$ cat src/sv/sac_pkg.sv
// sac_pkg: shared constants, count codes and the close-event control word
// of the strip add-back clusterer
// no dependencies
package sac_pkg;

    localparam int STRIP_BITS  = 7;
    localparam int WINDOW_BITS = 20;
    localparam int COUNT_BITS  = 2;
    localparam int QUEUE_DEPTH = 4;

    localparam logic [WINDOW_BITS-1:0] WINDOW_RESET = WINDOW_BITS'(100);

    // hit count codes of a group, saturating at crowd
    localparam logic [COUNT_BITS-1:0] CNT_NONE   = 2'd0;
    localparam logic [COUNT_BITS-1:0] CNT_SINGLE = 2'd1;
    localparam logic [COUNT_BITS-1:0] CNT_PAIR   = 2'd2;
    localparam logic [COUNT_BITS-1:0] CNT_CROWD  = 2'd3;

    // which groups a word closes: a = group open before the word, b = group after it
    typedef struct packed {
        logic                  a_close;
        logic [COUNT_BITS-1:0] a_count;
        logic                  b_close;
        logic [COUNT_BITS-1:0] b_count;
    } close_ctl_t;

endpackage

$ cat src/sv/sac_hit_if.sv
// sac_hit_if: input channel of the clusterer, one strip hit per word
// depends on sac_pkg
interface sac_hit_if #(
    parameter int TIME_BITS   = 48,
    parameter int ENERGY_BITS = 16
);
    import sac_pkg::*;

    logic                   valid;
    logic                   ready;
    logic [TIME_BITS-1:0]   hit_time;
    logic [STRIP_BITS-1:0]  hit_strip;
    logic [ENERGY_BITS-1:0] hit_energy;
    logic                   end_of_stream;

    modport source (output valid, hit_time, hit_strip, hit_energy, end_of_stream,
                    input ready);
    modport sink   (input valid, hit_time, hit_strip, hit_energy, end_of_stream,
                    output ready);
endinterface

$ cat src/sv/sac_result_if.sv
// sac_result_if: output channel of the clusterer, one emitted hit per word
// depends on sac_pkg
interface sac_result_if #(
    parameter int TIME_BITS   = 48,
    parameter int ENERGY_BITS = 16
);
    import sac_pkg::*;

    logic                   valid;
    logic                   ready;
    logic [TIME_BITS-1:0]   out_time;
    logic [STRIP_BITS-1:0]  out_strip;
    logic [ENERGY_BITS:0]   out_energy;
    logic                   merged;
    logic                   last_of_run;

    modport source (output valid, out_time, out_strip, out_energy, merged, last_of_run,
                    input ready);
    modport sink   (input valid, out_time, out_strip, out_energy, merged, last_of_run,
                    output ready);
endinterface

$ cat src/sv/sac_cfg_if.sv
// sac_cfg_if: configuration write channel carrying the coincidence window
// depends on sac_pkg
interface sac_cfg_if;
    import sac_pkg::*;

    logic                   valid;
    logic                   ready;
    logic [WINDOW_BITS-1:0] coincidence_window;

    modport source (output valid, coincidence_window, input ready);
    modport sink   (input valid, coincidence_window, output ready);
endinterface

$ cat src/sv/sac_front.sv
// sac_front: takes hit words, tracks the open group and its first two hits,
// and queues a close event for every word that closes one or two groups
// depends on sac_pkg, sac_hit_if, sac_cfg_if
module sac_front #(
    parameter int TIME_BITS   = 48,
    parameter int ENERGY_BITS = 16,
    localparam int HIT_W      = TIME_BITS + sac_pkg::STRIP_BITS + ENERGY_BITS
) (
    input  logic                clk,
    input  logic                rst_n,
    sac_hit_if.sink             hits,
    sac_cfg_if.sink             cfg,
    input  logic                q_ready,
    output logic                push,
    output sac_pkg::close_ctl_t push_ctl,
    output logic [4*HIT_W-1:0]  push_hits
);
    import sac_pkg::*;

    logic [WINDOW_BITS-1:0] win_reg;
    logic                   open_reg, open_next;
    logic [TIME_BITS-1:0]   start_reg, start_next;
    logic [COUNT_BITS-1:0]  cnt_reg, cnt_next;
    logic [HIT_W-1:0]       h0_reg, h1_reg;

    logic                   acc;
    logic [HIT_W-1:0]       hit;
    logic [TIME_BITS-1:0]   diff;
    logic [TIME_BITS-1:0]   span;
    logic                   close_old;
    logic                   fresh;
    logic [COUNT_BITS-1:0]  g_cnt;
    logic [HIT_W-1:0]       g_h0, g_h1;

    assign cfg.ready  = 1'b1;
    assign hits.ready = q_ready;
    assign acc        = hits.valid && q_ready;
    assign hit        = {hits.hit_time, hits.hit_strip, hits.hit_energy};

    // group span is twice the window
    assign diff      = hits.hit_time - start_reg;
    assign span      = {{(TIME_BITS-WINDOW_BITS-1){1'b0}}, win_reg, 1'b0};
    assign close_old = open_reg && (hits.hit_time >= start_reg) && (diff > span);
    assign fresh     = close_old || !open_reg;

    always_comb
    begin
        if (fresh)
        begin
            g_cnt = CNT_SINGLE;
            g_h0  = hit;
            g_h1  = h1_reg;
        end
        else
        begin
            g_cnt = (cnt_reg == CNT_CROWD) ? CNT_CROWD : cnt_reg + COUNT_BITS'(1);
            g_h0  = h0_reg;
            g_h1  = (cnt_reg == CNT_SINGLE) ? hit : h1_reg;
        end

        if (hits.end_of_stream)
        begin
            open_next = 1'b0;
            cnt_next  = CNT_NONE;
        end
        else
        begin
            open_next = 1'b1;
            cnt_next  = g_cnt;
        end
        start_next = fresh ? hits.hit_time : start_reg;
    end

    assign push             = acc && (close_old || hits.end_of_stream);
    assign push_ctl.a_close = close_old;
    assign push_ctl.a_count = cnt_reg;
    assign push_ctl.b_close = hits.end_of_stream;
    assign push_ctl.b_count = g_cnt;
    assign push_hits        = {h0_reg, h1_reg, g_h0, g_h1};

    always_ff @(posedge clk or negedge rst_n)
    begin
        if (!rst_n)
        begin
            win_reg   <= WINDOW_RESET;
            open_reg  <= 1'b0;
            start_reg <= '0;
            cnt_reg   <= CNT_NONE;
        end
        else
        begin
            if (cfg.valid)
            begin
                win_reg <= cfg.coincidence_window;
            end
            if (acc)
            begin
                open_reg  <= open_next;
                start_reg <= start_next;
                cnt_reg   <= cnt_next;
            end
        end
    end

    always_ff @(posedge clk)
    begin
        if (acc)
        begin
            h0_reg <= g_h0;
            h1_reg <= g_h1;
        end
    end

endmodule

$ cat src/sv/sac_queue.sv
// sac_queue: small register fifo between the front and back parts,
// head word is visible without a read cycle
// no dependencies
module sac_queue #(
    parameter int DATA_W = 8,
    parameter int DEPTH  = 4,
    localparam int PTR_W = (DEPTH > 1) ? $clog2(DEPTH) : 1,
    localparam int CNT_W = $clog2(DEPTH + 1)
) (
    input  logic              clk,
    input  logic              rst_n,
    input  logic              push,
    input  logic [DATA_W-1:0] push_data,
    output logic              push_ready,
    input  logic              pop,
    output logic              head_valid,
    output logic [DATA_W-1:0] head_data
);
    logic [DATA_W-1:0] mem_reg [DEPTH];
    logic [PTR_W-1:0]  wr_reg, rd_reg;
    logic [CNT_W-1:0]  cnt_reg;
    logic              do_push, do_pop;

    assign push_ready = (cnt_reg != CNT_W'(DEPTH));
    assign head_valid = (cnt_reg != '0);
    assign head_data  = mem_reg[rd_reg];
    assign do_push    = push && push_ready;
    assign do_pop     = pop && head_valid;

    always_ff @(posedge clk or negedge rst_n)
    begin
        if (!rst_n)
        begin
            wr_reg  <= '0;
            rd_reg  <= '0;
            cnt_reg <= '0;
        end
        else
        begin
            if (do_push)
            begin
                wr_reg <= (wr_reg == PTR_W'(DEPTH-1)) ? '0 : wr_reg + PTR_W'(1);
            end
            if (do_pop)
            begin
                rd_reg <= (rd_reg == PTR_W'(DEPTH-1)) ? '0 : rd_reg + PTR_W'(1);
            end
            if (do_push && !do_pop)
            begin
                cnt_reg <= cnt_reg + CNT_W'(1);
            end
            else if (do_pop && !do_push)
            begin
                cnt_reg <= cnt_reg - CNT_W'(1);
            end
        end
    end

    always_ff @(posedge clk)
    begin
        if (do_push)
        begin
            mem_reg[wr_reg] <= push_data;
        end
    end

endmodule

$ cat src/sv/sac_back.sv
// sac_back: applies the add-back rules to queued close events and drives
// the result channel from an output register
// depends on sac_pkg, sac_result_if
module sac_back #(
    parameter int TIME_BITS   = 48,
    parameter int ENERGY_BITS = 16,
    localparam int HIT_W      = TIME_BITS + sac_pkg::STRIP_BITS + ENERGY_BITS
) (
    input  logic                clk,
    input  logic                rst_n,
    input  logic                head_valid,
    input  sac_pkg::close_ctl_t head_ctl,
    input  logic [4*HIT_W-1:0]  head_hits,
    output logic                pop,
    sac_result_if.source        results
);
    import sac_pkg::*;

    typedef struct packed {
        logic                   ok;
        logic [TIME_BITS-1:0]   t;
        logic [STRIP_BITS-1:0]  s;
        logic [ENERGY_BITS:0]   e;
        logic                   merged;
    } res_t;

    function automatic res_t eval_group(input logic [COUNT_BITS-1:0] cnt,
                                        input logic [HIT_W-1:0] h0,
                                        input logic [HIT_W-1:0] h1);
        res_t                   r;
        logic [STRIP_BITS:0]    s0, s1;
        logic [ENERGY_BITS-1:0] e0, e1;
        logic                   adj;
        logic [HIT_W-1:0]       pick;
        begin
            s0   = {1'b0, h0[ENERGY_BITS +: STRIP_BITS]};
            s1   = {1'b0, h1[ENERGY_BITS +: STRIP_BITS]};
            e0   = h0[ENERGY_BITS-1:0];
            e1   = h1[ENERGY_BITS-1:0];
            adj  = (s0 + (STRIP_BITS+1)'(1) == s1) || (s1 + (STRIP_BITS+1)'(1) == s0);
            // on an energy tie the second hit wins
            pick = (e0 > e1) ? h0 : h1;
            r    = '0;
            if (cnt == CNT_SINGLE)
            begin
                r.ok = 1'b1;
                r.t  = h0[HIT_W-1 -: TIME_BITS];
                r.s  = h0[ENERGY_BITS +: STRIP_BITS];
                r.e  = {1'b0, e0};
            end
            else if (cnt == CNT_PAIR)
            begin
                r.ok     = adj;
                r.t      = pick[HIT_W-1 -: TIME_BITS];
                r.s      = pick[ENERGY_BITS +: STRIP_BITS];
                r.e      = {1'b0, e0} + {1'b0, e1};
                r.merged = 1'b1;
            end
            eval_group = r;
        end
    endfunction

    res_t ra, rb;
    logic a_ok, b_ok, load_ok;
    logic phase_reg, phase_next;
    logic out_valid_reg, out_valid_next;
    logic load;
    res_t load_res;
    logic load_last;
    res_t out_reg;
    logic out_last_reg;

    assign ra = eval_group(head_ctl.a_count, head_hits[4*HIT_W-1 -: HIT_W],
                           head_hits[3*HIT_W-1 -: HIT_W]);
    assign rb = eval_group(head_ctl.b_count, head_hits[2*HIT_W-1 -: HIT_W],
                           head_hits[HIT_W-1:0]);

    // old group's result goes first unless it was already sent
    assign a_ok    = head_ctl.a_close && ra.ok && !phase_reg;
    assign b_ok    = head_ctl.b_close && rb.ok;
    assign load_ok = !out_valid_reg || results.ready;

    always_comb
    begin
        pop        = 1'b0;
        load       = 1'b0;
        load_res   = rb;
        load_last  = 1'b1;
        phase_next = phase_reg;
        if (head_valid && load_ok)
        begin
            if (a_ok)
            begin
                load      = 1'b1;
                load_res  = ra;
                load_last = !b_ok;
                if (b_ok)
                begin
                    phase_next = 1'b1;
                end
                else
                begin
                    pop = 1'b1;
                end
            end
            else
            begin
                load       = b_ok;
                pop        = 1'b1;
                phase_next = 1'b0;
            end
        end
        if (load)
        begin
            out_valid_next = 1'b1;
        end
        else if (results.ready)
        begin
            out_valid_next = 1'b0;
        end
        else
        begin
            out_valid_next = out_valid_reg;
        end
    end

    always_ff @(posedge clk or negedge rst_n)
    begin
        if (!rst_n)
        begin
            phase_reg     <= 1'b0;
            out_valid_reg <= 1'b0;
        end
        else
        begin
            phase_reg     <= phase_next;
            out_valid_reg <= out_valid_next;
        end
    end

    always_ff @(posedge clk)
    begin
        if (load)
        begin
            out_reg      <= load_res;
            out_last_reg <= load_last;
        end
    end

    assign results.valid       = out_valid_reg;
    assign results.out_time    = out_reg.t;
    assign results.out_strip   = out_reg.s;
    assign results.out_energy  = out_reg.e;
    assign results.merged      = out_reg.merged;
    assign results.last_of_run = out_last_reg;

endmodule

$ cat src/sv/strip_addback_clusterer_unit.sv
// strip_addback_clusterer_unit: top level, front classifier, event queue
// and add-back back end
// depends on sac_pkg, sac_hit_if, sac_result_if, sac_cfg_if, sac_front, sac_queue, sac_back
//
// Usage:
//   hits    - time-sorted strip hit words (time, strip, energy, end_of_stream)
//   results - emitted hits: single hits as they are, neighbor pairs summed,
//             last_of_run marks the last result caused by one hit word
//   cfg     - write of the coincidence window, taken in the cycle it is valid;
//             write it only while no results are pending
// Throughput: one hit word per cycle while the event queue has room. A word
//   that closes two groups can yield two results; the four-word event queue
//   between the front and back parts absorbs that and short output stalls.
// Path: the event of a closing hit word is written into the queue, and its result
//   is loaded from the queue head into the output register; a second result follows.
// Stalls: a stalled results port holds the output register, the queue fills
//   and hits.ready drops once it is full.
// Reset: window goes to 100, no group is open, queue and output are empty.
module strip_addback_clusterer_unit #(
    parameter int TIME_BITS   = 48,
    parameter int ENERGY_BITS = 16
) (
    input  logic         clk,
    input  logic         rst_n,
    sac_hit_if.sink      hits,
    sac_result_if.source results,
    sac_cfg_if.sink      cfg
);
    import sac_pkg::*;

    localparam int HIT_W  = TIME_BITS + STRIP_BITS + ENERGY_BITS;
    localparam int CTL_W  = $bits(close_ctl_t);
    localparam int DATA_W = CTL_W + 4*HIT_W;

    logic               push, q_ready, pop, head_valid;
    close_ctl_t         push_ctl, head_ctl;
    logic [4*HIT_W-1:0] push_hits, head_hits;
    logic [DATA_W-1:0]  head_data;

    sac_front #(
        .TIME_BITS   (TIME_BITS),
        .ENERGY_BITS (ENERGY_BITS)
    ) u_front (
        .clk       (clk),
        .rst_n     (rst_n),
        .hits      (hits),
        .cfg       (cfg),
        .q_ready   (q_ready),
        .push      (push),
        .push_ctl  (push_ctl),
        .push_hits (push_hits)
    );

    sac_queue #(
        .DATA_W (DATA_W),
        .DEPTH  (QUEUE_DEPTH)
    ) u_queue (
        .clk        (clk),
        .rst_n      (rst_n),
        .push       (push),
        .push_data  ({push_ctl, push_hits}),
        .push_ready (q_ready),
        .pop        (pop),
        .head_valid (head_valid),
        .head_data  (head_data)
    );

    assign head_ctl  = head_data[DATA_W-1 -: CTL_W];
    assign head_hits = head_data[4*HIT_W-1:0];

    sac_back #(
        .TIME_BITS   (TIME_BITS),
        .ENERGY_BITS (ENERGY_BITS)
    ) u_back (
        .clk        (clk),
        .rst_n      (rst_n),
        .head_valid (head_valid),
        .head_ctl   (head_ctl),
        .head_hits  (head_hits),
        .pop        (pop),
        .results    (results)
    );

endmodule
$ cat src/flat_wrapper.sv
// flat-port wrapper written by rule: the top's interface ports become plain ports
module strip_addback_clusterer_unit_flat import sac_pkg::*;
#(
    parameter int TIME_BITS   = 48,
    parameter int ENERGY_BITS = 16
)
  (clk, rst_n, hits_valid, hits_hit_time, hits_hit_strip, hits_hit_energy, hits_end_of_stream, hits_ready, results_valid, results_out_time, results_out_strip, results_out_energy, results_merged, results_last_of_run, results_ready, cfg_valid, cfg_coincidence_window, cfg_ready);
  sac_hit_if #(.TIME_BITS(TIME_BITS), .ENERGY_BITS(ENERGY_BITS)) hits_i ();
  sac_result_if #(.TIME_BITS(TIME_BITS), .ENERGY_BITS(ENERGY_BITS)) results_i ();
  sac_cfg_if cfg_i ();
  input  logic clk;
  input  logic rst_n;
  input wire logic [$bits(hits_i.valid)-1:0] hits_valid;
  input wire logic [$bits(hits_i.hit_time)-1:0] hits_hit_time;
  input wire logic [$bits(hits_i.hit_strip)-1:0] hits_hit_strip;
  input wire logic [$bits(hits_i.hit_energy)-1:0] hits_hit_energy;
  input wire logic [$bits(hits_i.end_of_stream)-1:0] hits_end_of_stream;
  output wire logic [$bits(hits_i.ready)-1:0] hits_ready;
  output wire logic [$bits(results_i.valid)-1:0] results_valid;
  output wire logic [$bits(results_i.out_time)-1:0] results_out_time;
  output wire logic [$bits(results_i.out_strip)-1:0] results_out_strip;
  output wire logic [$bits(results_i.out_energy)-1:0] results_out_energy;
  output wire logic [$bits(results_i.merged)-1:0] results_merged;
  output wire logic [$bits(results_i.last_of_run)-1:0] results_last_of_run;
  input wire logic [$bits(results_i.ready)-1:0] results_ready;
  input wire logic [$bits(cfg_i.valid)-1:0] cfg_valid;
  input wire logic [$bits(cfg_i.coincidence_window)-1:0] cfg_coincidence_window;
  output wire logic [$bits(cfg_i.ready)-1:0] cfg_ready;
  assign hits_i.valid = hits_valid;
  assign hits_i.hit_time = hits_hit_time;
  assign hits_i.hit_strip = hits_hit_strip;
  assign hits_i.hit_energy = hits_hit_energy;
  assign hits_i.end_of_stream = hits_end_of_stream;
  assign hits_ready = hits_i.ready;
  assign results_valid = results_i.valid;
  assign results_out_time = results_i.out_time;
  assign results_out_strip = results_i.out_strip;
  assign results_out_energy = results_i.out_energy;
  assign results_merged = results_i.merged;
  assign results_last_of_run = results_i.last_of_run;
  assign results_i.ready = results_ready;
  assign cfg_i.valid = cfg_valid;
  assign cfg_i.coincidence_window = cfg_coincidence_window;
  assign cfg_ready = cfg_i.ready;
  strip_addback_clusterer_unit #(.TIME_BITS(TIME_BITS), .ENERGY_BITS(ENERGY_BITS)) u_core (.clk(clk), .rst_n(rst_n), .hits(hits_i), .results(results_i), .cfg(cfg_i));
endmodule
$ cat config.mk
export PLATFORM = sky130hd
export DESIGN_NAME = strip_addback_clusterer_unit_flat
export DESIGN_NICKNAME = d
export VERILOG_FILES = /design/src/sv/sac_pkg.sv /design/src/sv/sac_hit_if.sv /design/src/sv/sac_result_if.sv /design/src/sv/sac_cfg_if.sv /design/src/sv/sac_front.sv /design/src/sv/sac_queue.sv /design/src/sv/sac_back.sv /design/src/sv/strip_addback_clusterer_unit.sv /design/src/flat_wrapper.sv
export SDC_FILE = /design/constraint.sdc
export NUM_CORES = 2
export LEC_CHECK = 0
export BUFFER_PORTS_ARGS = -buffer_cell sky130_fd_sc_hd__buf_2
export CORE_MARGIN = 2
export CORE_UTILIZATION = 48
export DETAILED_ROUTE_END_ITERATION = 10
export PLACE_DENSITY = 0.66
export SETUP_SLACK_MARGIN = 0.4
export SKIP_CTS_REPAIR_TIMING = 1
export SYNTH_ARGS = -nofsm -noshare
export SYNTH_HDL_FRONTEND = slang
export SYNTH_SLANG_ARGS = --single-unit
$ cat constraint.sdc
create_clock -name clk -period 12.85 [get_ports clk]
set_clock_uncertainty 0.05 [all_clocks]
set_input_delay 1.285 -clock clk [delete_from_list [all_inputs] [get_ports clk]]
set_output_delay 1.285 -clock clk [all_outputs]
set_load 0.05 [all_outputs]
==> out/results.txt <==
Sequential-to-total area share from yosys stat: 64.0%. For this run, design rule violations remaining after detail routing come to 0. The via count of the first global-routing pass is 42400, and the critical-path maximum fanout is 136.

The H-tree was split into 4 levels. The count of input and output buffers was 172; the unique cell type count in the Yosys netlist was 87. The beginning of the worst register-to-register path is u_core.u_front.start_reg[0]$_DFFE_PN0P_. The number of cell instances on the worst register-to-register path was 23.

Remaining antenna violation count: 0. After floorplanning, the core was sized to cover 140000 um2. The post-route netlist has 18.6% of its cells at a drive strength greater than 1. The total number of nets in the final design is 4896. Counting the buffers created by CTS gives 152. The run gives 0 as the hold violation total from the final report. The shortest period the worst path allows works out to 8.43 ns. The worst flop-to-flop path endpoint is u_core.u_queue.mem_reg[0][275]$_DFFE_PP_. The filler cell count in the final layout is 11300. Path category of the worst min-delay check: in2async.

The capturing instance or port of the critical path is u_core.u_queue.mem_reg[0][275]$_DFFE_PP_. The critical path is of the in2reg type. The final wirelength was 179000 um; the number of sinks on the clock net was 1456. For the worst setup path, the data required time is 13.22 ns. Dividing the detail-routed via count by the number of cells gives 6.43. In this run the vertical extent of the chip is 380 um. The maximum frequency from static timing analysis came out at 0.119 GHz. Once detailed placement completed, the half-perimeter wirelength came to 103000 um. The post-synthesis sequential element count came out at 1456. The cell sitting at the root of the clock tree is a clkbuf_16. The cell area that synthesis handed to floorplanning was 67700 um2. Number of pins with negative max-slew slack in the final report: 0.

The average instance in the mapped netlist occupies 14.8 um2. The largest total area in the synthesized netlist belongs to edfxtp_1. The tools report the nature of the critical path startpoint as an input pin. The number of flops mapped to enable cells by yosys came out at 1376.

For flop-to-flop paths, the worst setup slack is 4.87 ns. Overall via count from detail_route: 42800. Main flop type after synthesis: edfxtp_1.

The largest single stage delay on the critical path is 0.65 ns. The Yosys step of the flow raised 0 warnings. The tools report the number of setup violations in the final report as 0.

The tools report the type of destination of the critical path as a flop. The global-route usage over all layers is 24.4%, and the clock insertion delay at the later pin of the skew report is 0.79 ns. The total overflow left after global routing is 0.

The number of standard cells after synthesis was 4591. For the pin with the worst max-slew slack, the measured transition is 1.19 ns. The number of max-cap violations is 0, and the overall die width is 380 um.

The flow ran to the end, and the final reports show no timing, DRC or antenna violations. In the post-synthesis netlist, the biggest area contributors are edfxtp_1, mux4_2, dfrtp_1. The die area came out at 144000 um2.

The clock-pin slew on the worst setup and hold paths is 0.06 ns, and the maximum number of pins on one net before global-route repair is 172. The post-route setup TNS was 0 ns. The startpoint of the worst setup timing path was hits_hit_time[0].

On the critical path, the stage with the largest delay is an instance of nor4b_4. The initial utilization of the core area, before any placement, comes to 48.4%. Dividing the detail-routed wire length by the instance count gives 26.9 um. 174 I/O pins were placed. The number of flip-flops in the largest register is 1160, and the data arrival time of the critical path is 8.80 ns. The share of async-settable or async-resettable flops after synthesis was 5.49%.

Fraction of the cycle the final worst path needs: 65.6%. The initial antenna violation count came out at 17. The clock passes through at most 3 buffers. Measured against its own limit, the worst slew margin works out to 20.7%. For this block, the initial DRC count from the detailed router was 4560. Routability-driven placement finished with a final weighted congestion of 0.934. TritonCTS built the clock tree.

In this run the biggest area consumer among cell types represents 61.0% of the synthesized area. When the netlist entered floorplanning its net count stood at 4834. Setup repair after global routing left no endpoint under its margin.

The logs give 137 for the number of cell rows and 267000 um for the wire length of the first global-routing pass. The area added between synthesis and finish was 10.9%. Before antenna repair, the detailed router went through 6 iterations.
-- synth_stat cells (all sizes together), types with 6 or more instances --
| cell type | count |
|---|---|
| nor2b | 60 |
| a221oi | 71 |
| o31ai | 6 |
| buf | 68 |
| inv | 141 |
| mux4 | 290 |
| o21a | 13 |
| and2 | 9 |
| nor2 | 138 |
| a21boi | 78 |
| nand4 | 76 |
| a21o | 31 |
| clkbuf | 255 |
| nand2 | 281 |
| nor3 | 94 |
| a211o | 51 |
| mux2 | 109 |
| nand2b | 22 |
| a21oi | 297 |
| and3 | 126 |
| edfxtp | 1376 |
| xor2 | 35 |
| o2bb2ai | 23 |
| nand3 | 102 |
| xnor2 | 42 |
| mux2i | 12 |
| ha | 142 |
| a22oi | 65 |
| o211ai | 129 |
| a31oi | 59 |
| o21ai | 124 |
| o2111ai | 10 |
| dfrtp | 77 |
| o21bai | 21 |
| a311o | 24 |
| a2111oi | 7 |
| a211oi | 19 |
| or3 | 15 |
-- worst min path at each step --
stage	endpoint	cells after the start
finish	u_core.u_front.start_reg[28]$_DFFE_PN0P_	1
global route	u_core.u_front.start_reg[28]$_DFFE_PN0P_	1
CTS	u_core.u_front.start_reg[27]$_DFFE_PN0P_	1
detailed placement	u_core.u_back.phase_reg$_DFFE_PN0P_	2
global placement	u_core.u_back.phase_reg$_DFFE_PN0P_	2
floorplan	u_core.u_back.phase_reg$_DFFE_PN0P_	2
-- critical path: cells and delay by family --
| kind | cells | cell delay (ns) |
|---|---|---|
| buf+inv | 5 | 1.36 |
| xor+xnor | 1 | 0.18 |
| simple gates | 5 | 1.87 |
| fa+ha+maj | 3 | 0.91 |
| compound gates | 11 | 3.05 |
-- cell families (layout without fill, tap and decap cells) --
logic type,after synthesis,after routing,share of synthesized area (%)
AO/OA/AOI/OAI,1081,1081,10.9
XOR/XNOR,77,77,0.995
adder cells (fa/ha/maj),146,146,2.74
buffers and inverters,465,652,2.79
flip-flops,1456,1456,64.0
multiplexers,411,411,11.6
other,1,5,0.00554
AND/OR/NAND/NOR,954,954,6.99
-- layout make-up --
class / count / area (um2) / area share (%)
clock buffer: 188 / 3980 / 5.30
timing repair buffer: 231 / 1420 / 1.89
sequential: 1456 / 43300 / 57.7
tap: 1876 / 2350 / 3.12
multi-input combinational: 2670 / 22700 / 30.2
inverter: 142 / 541 / 0.719
antenna: 4 / 10.0 / 0.0133
clock inverter: 91 / 848 / 1.13
-- metrics by stage --
| step | util, % | setup slack (ns) | instance area (um2) | hold slack [ns] | instances |
|---|---|---|---|---|---|
| 3_5_place_dp | 50.3 | 3.84 | 70300 | 0.412 | 6375 |
| 4_1_cts | 53.7 | 4.63 | 75100 | 0.359 | 6654 |
| 5_1_grt | 53.7 | 4.00 | 75100 | 0.376 | 6658 |
| 2_1_floorplan | - | 0.655 | 67700 | 0.388 | 4591 |
| 3_3_place_gp | 50.3 | 3.91 | 70300 | 0.410 | 6375 |
| 6_report | 53.7 | 4.42 | 75100 | 0.388 | 6658 |
-- layout by cell type, fill, tap and decap left out, drive strengths merged, types with 109 or more instances in the layout --
| master | instances |
|---|---|
| o211ai | 129 |
| mux2 | 109 |
| mux4 | 290 |
| nor2 | 138 |
| clkbuf | 188 |
| edfxtp | 1376 |
| and3 | 126 |
| buf | 231 |
| inv | 152 |
| ha | 142 |
| a21oi | 297 |
| nand2 | 281 |
| o21ai | 124 |
-- layer usage --
layer | GRT usage [%] | part of all wire (%) | wire (um) | up-vias
li1 | - | - | - | 18500
met1 | 34.1 | 42 | 74400 | 21900
met2 | 38.0 | 46 | 83300 | 2006
met3 | 4.94 | 8.9 | 15900 | 340
met4 | 8.93 | 3.0 | 5460 | 6
met5 | 0 | 0.026 | 46 | -
Power is not shown: default switching activity piles up to over one toggle a cycle in this logic, so the estimate is an artifact.
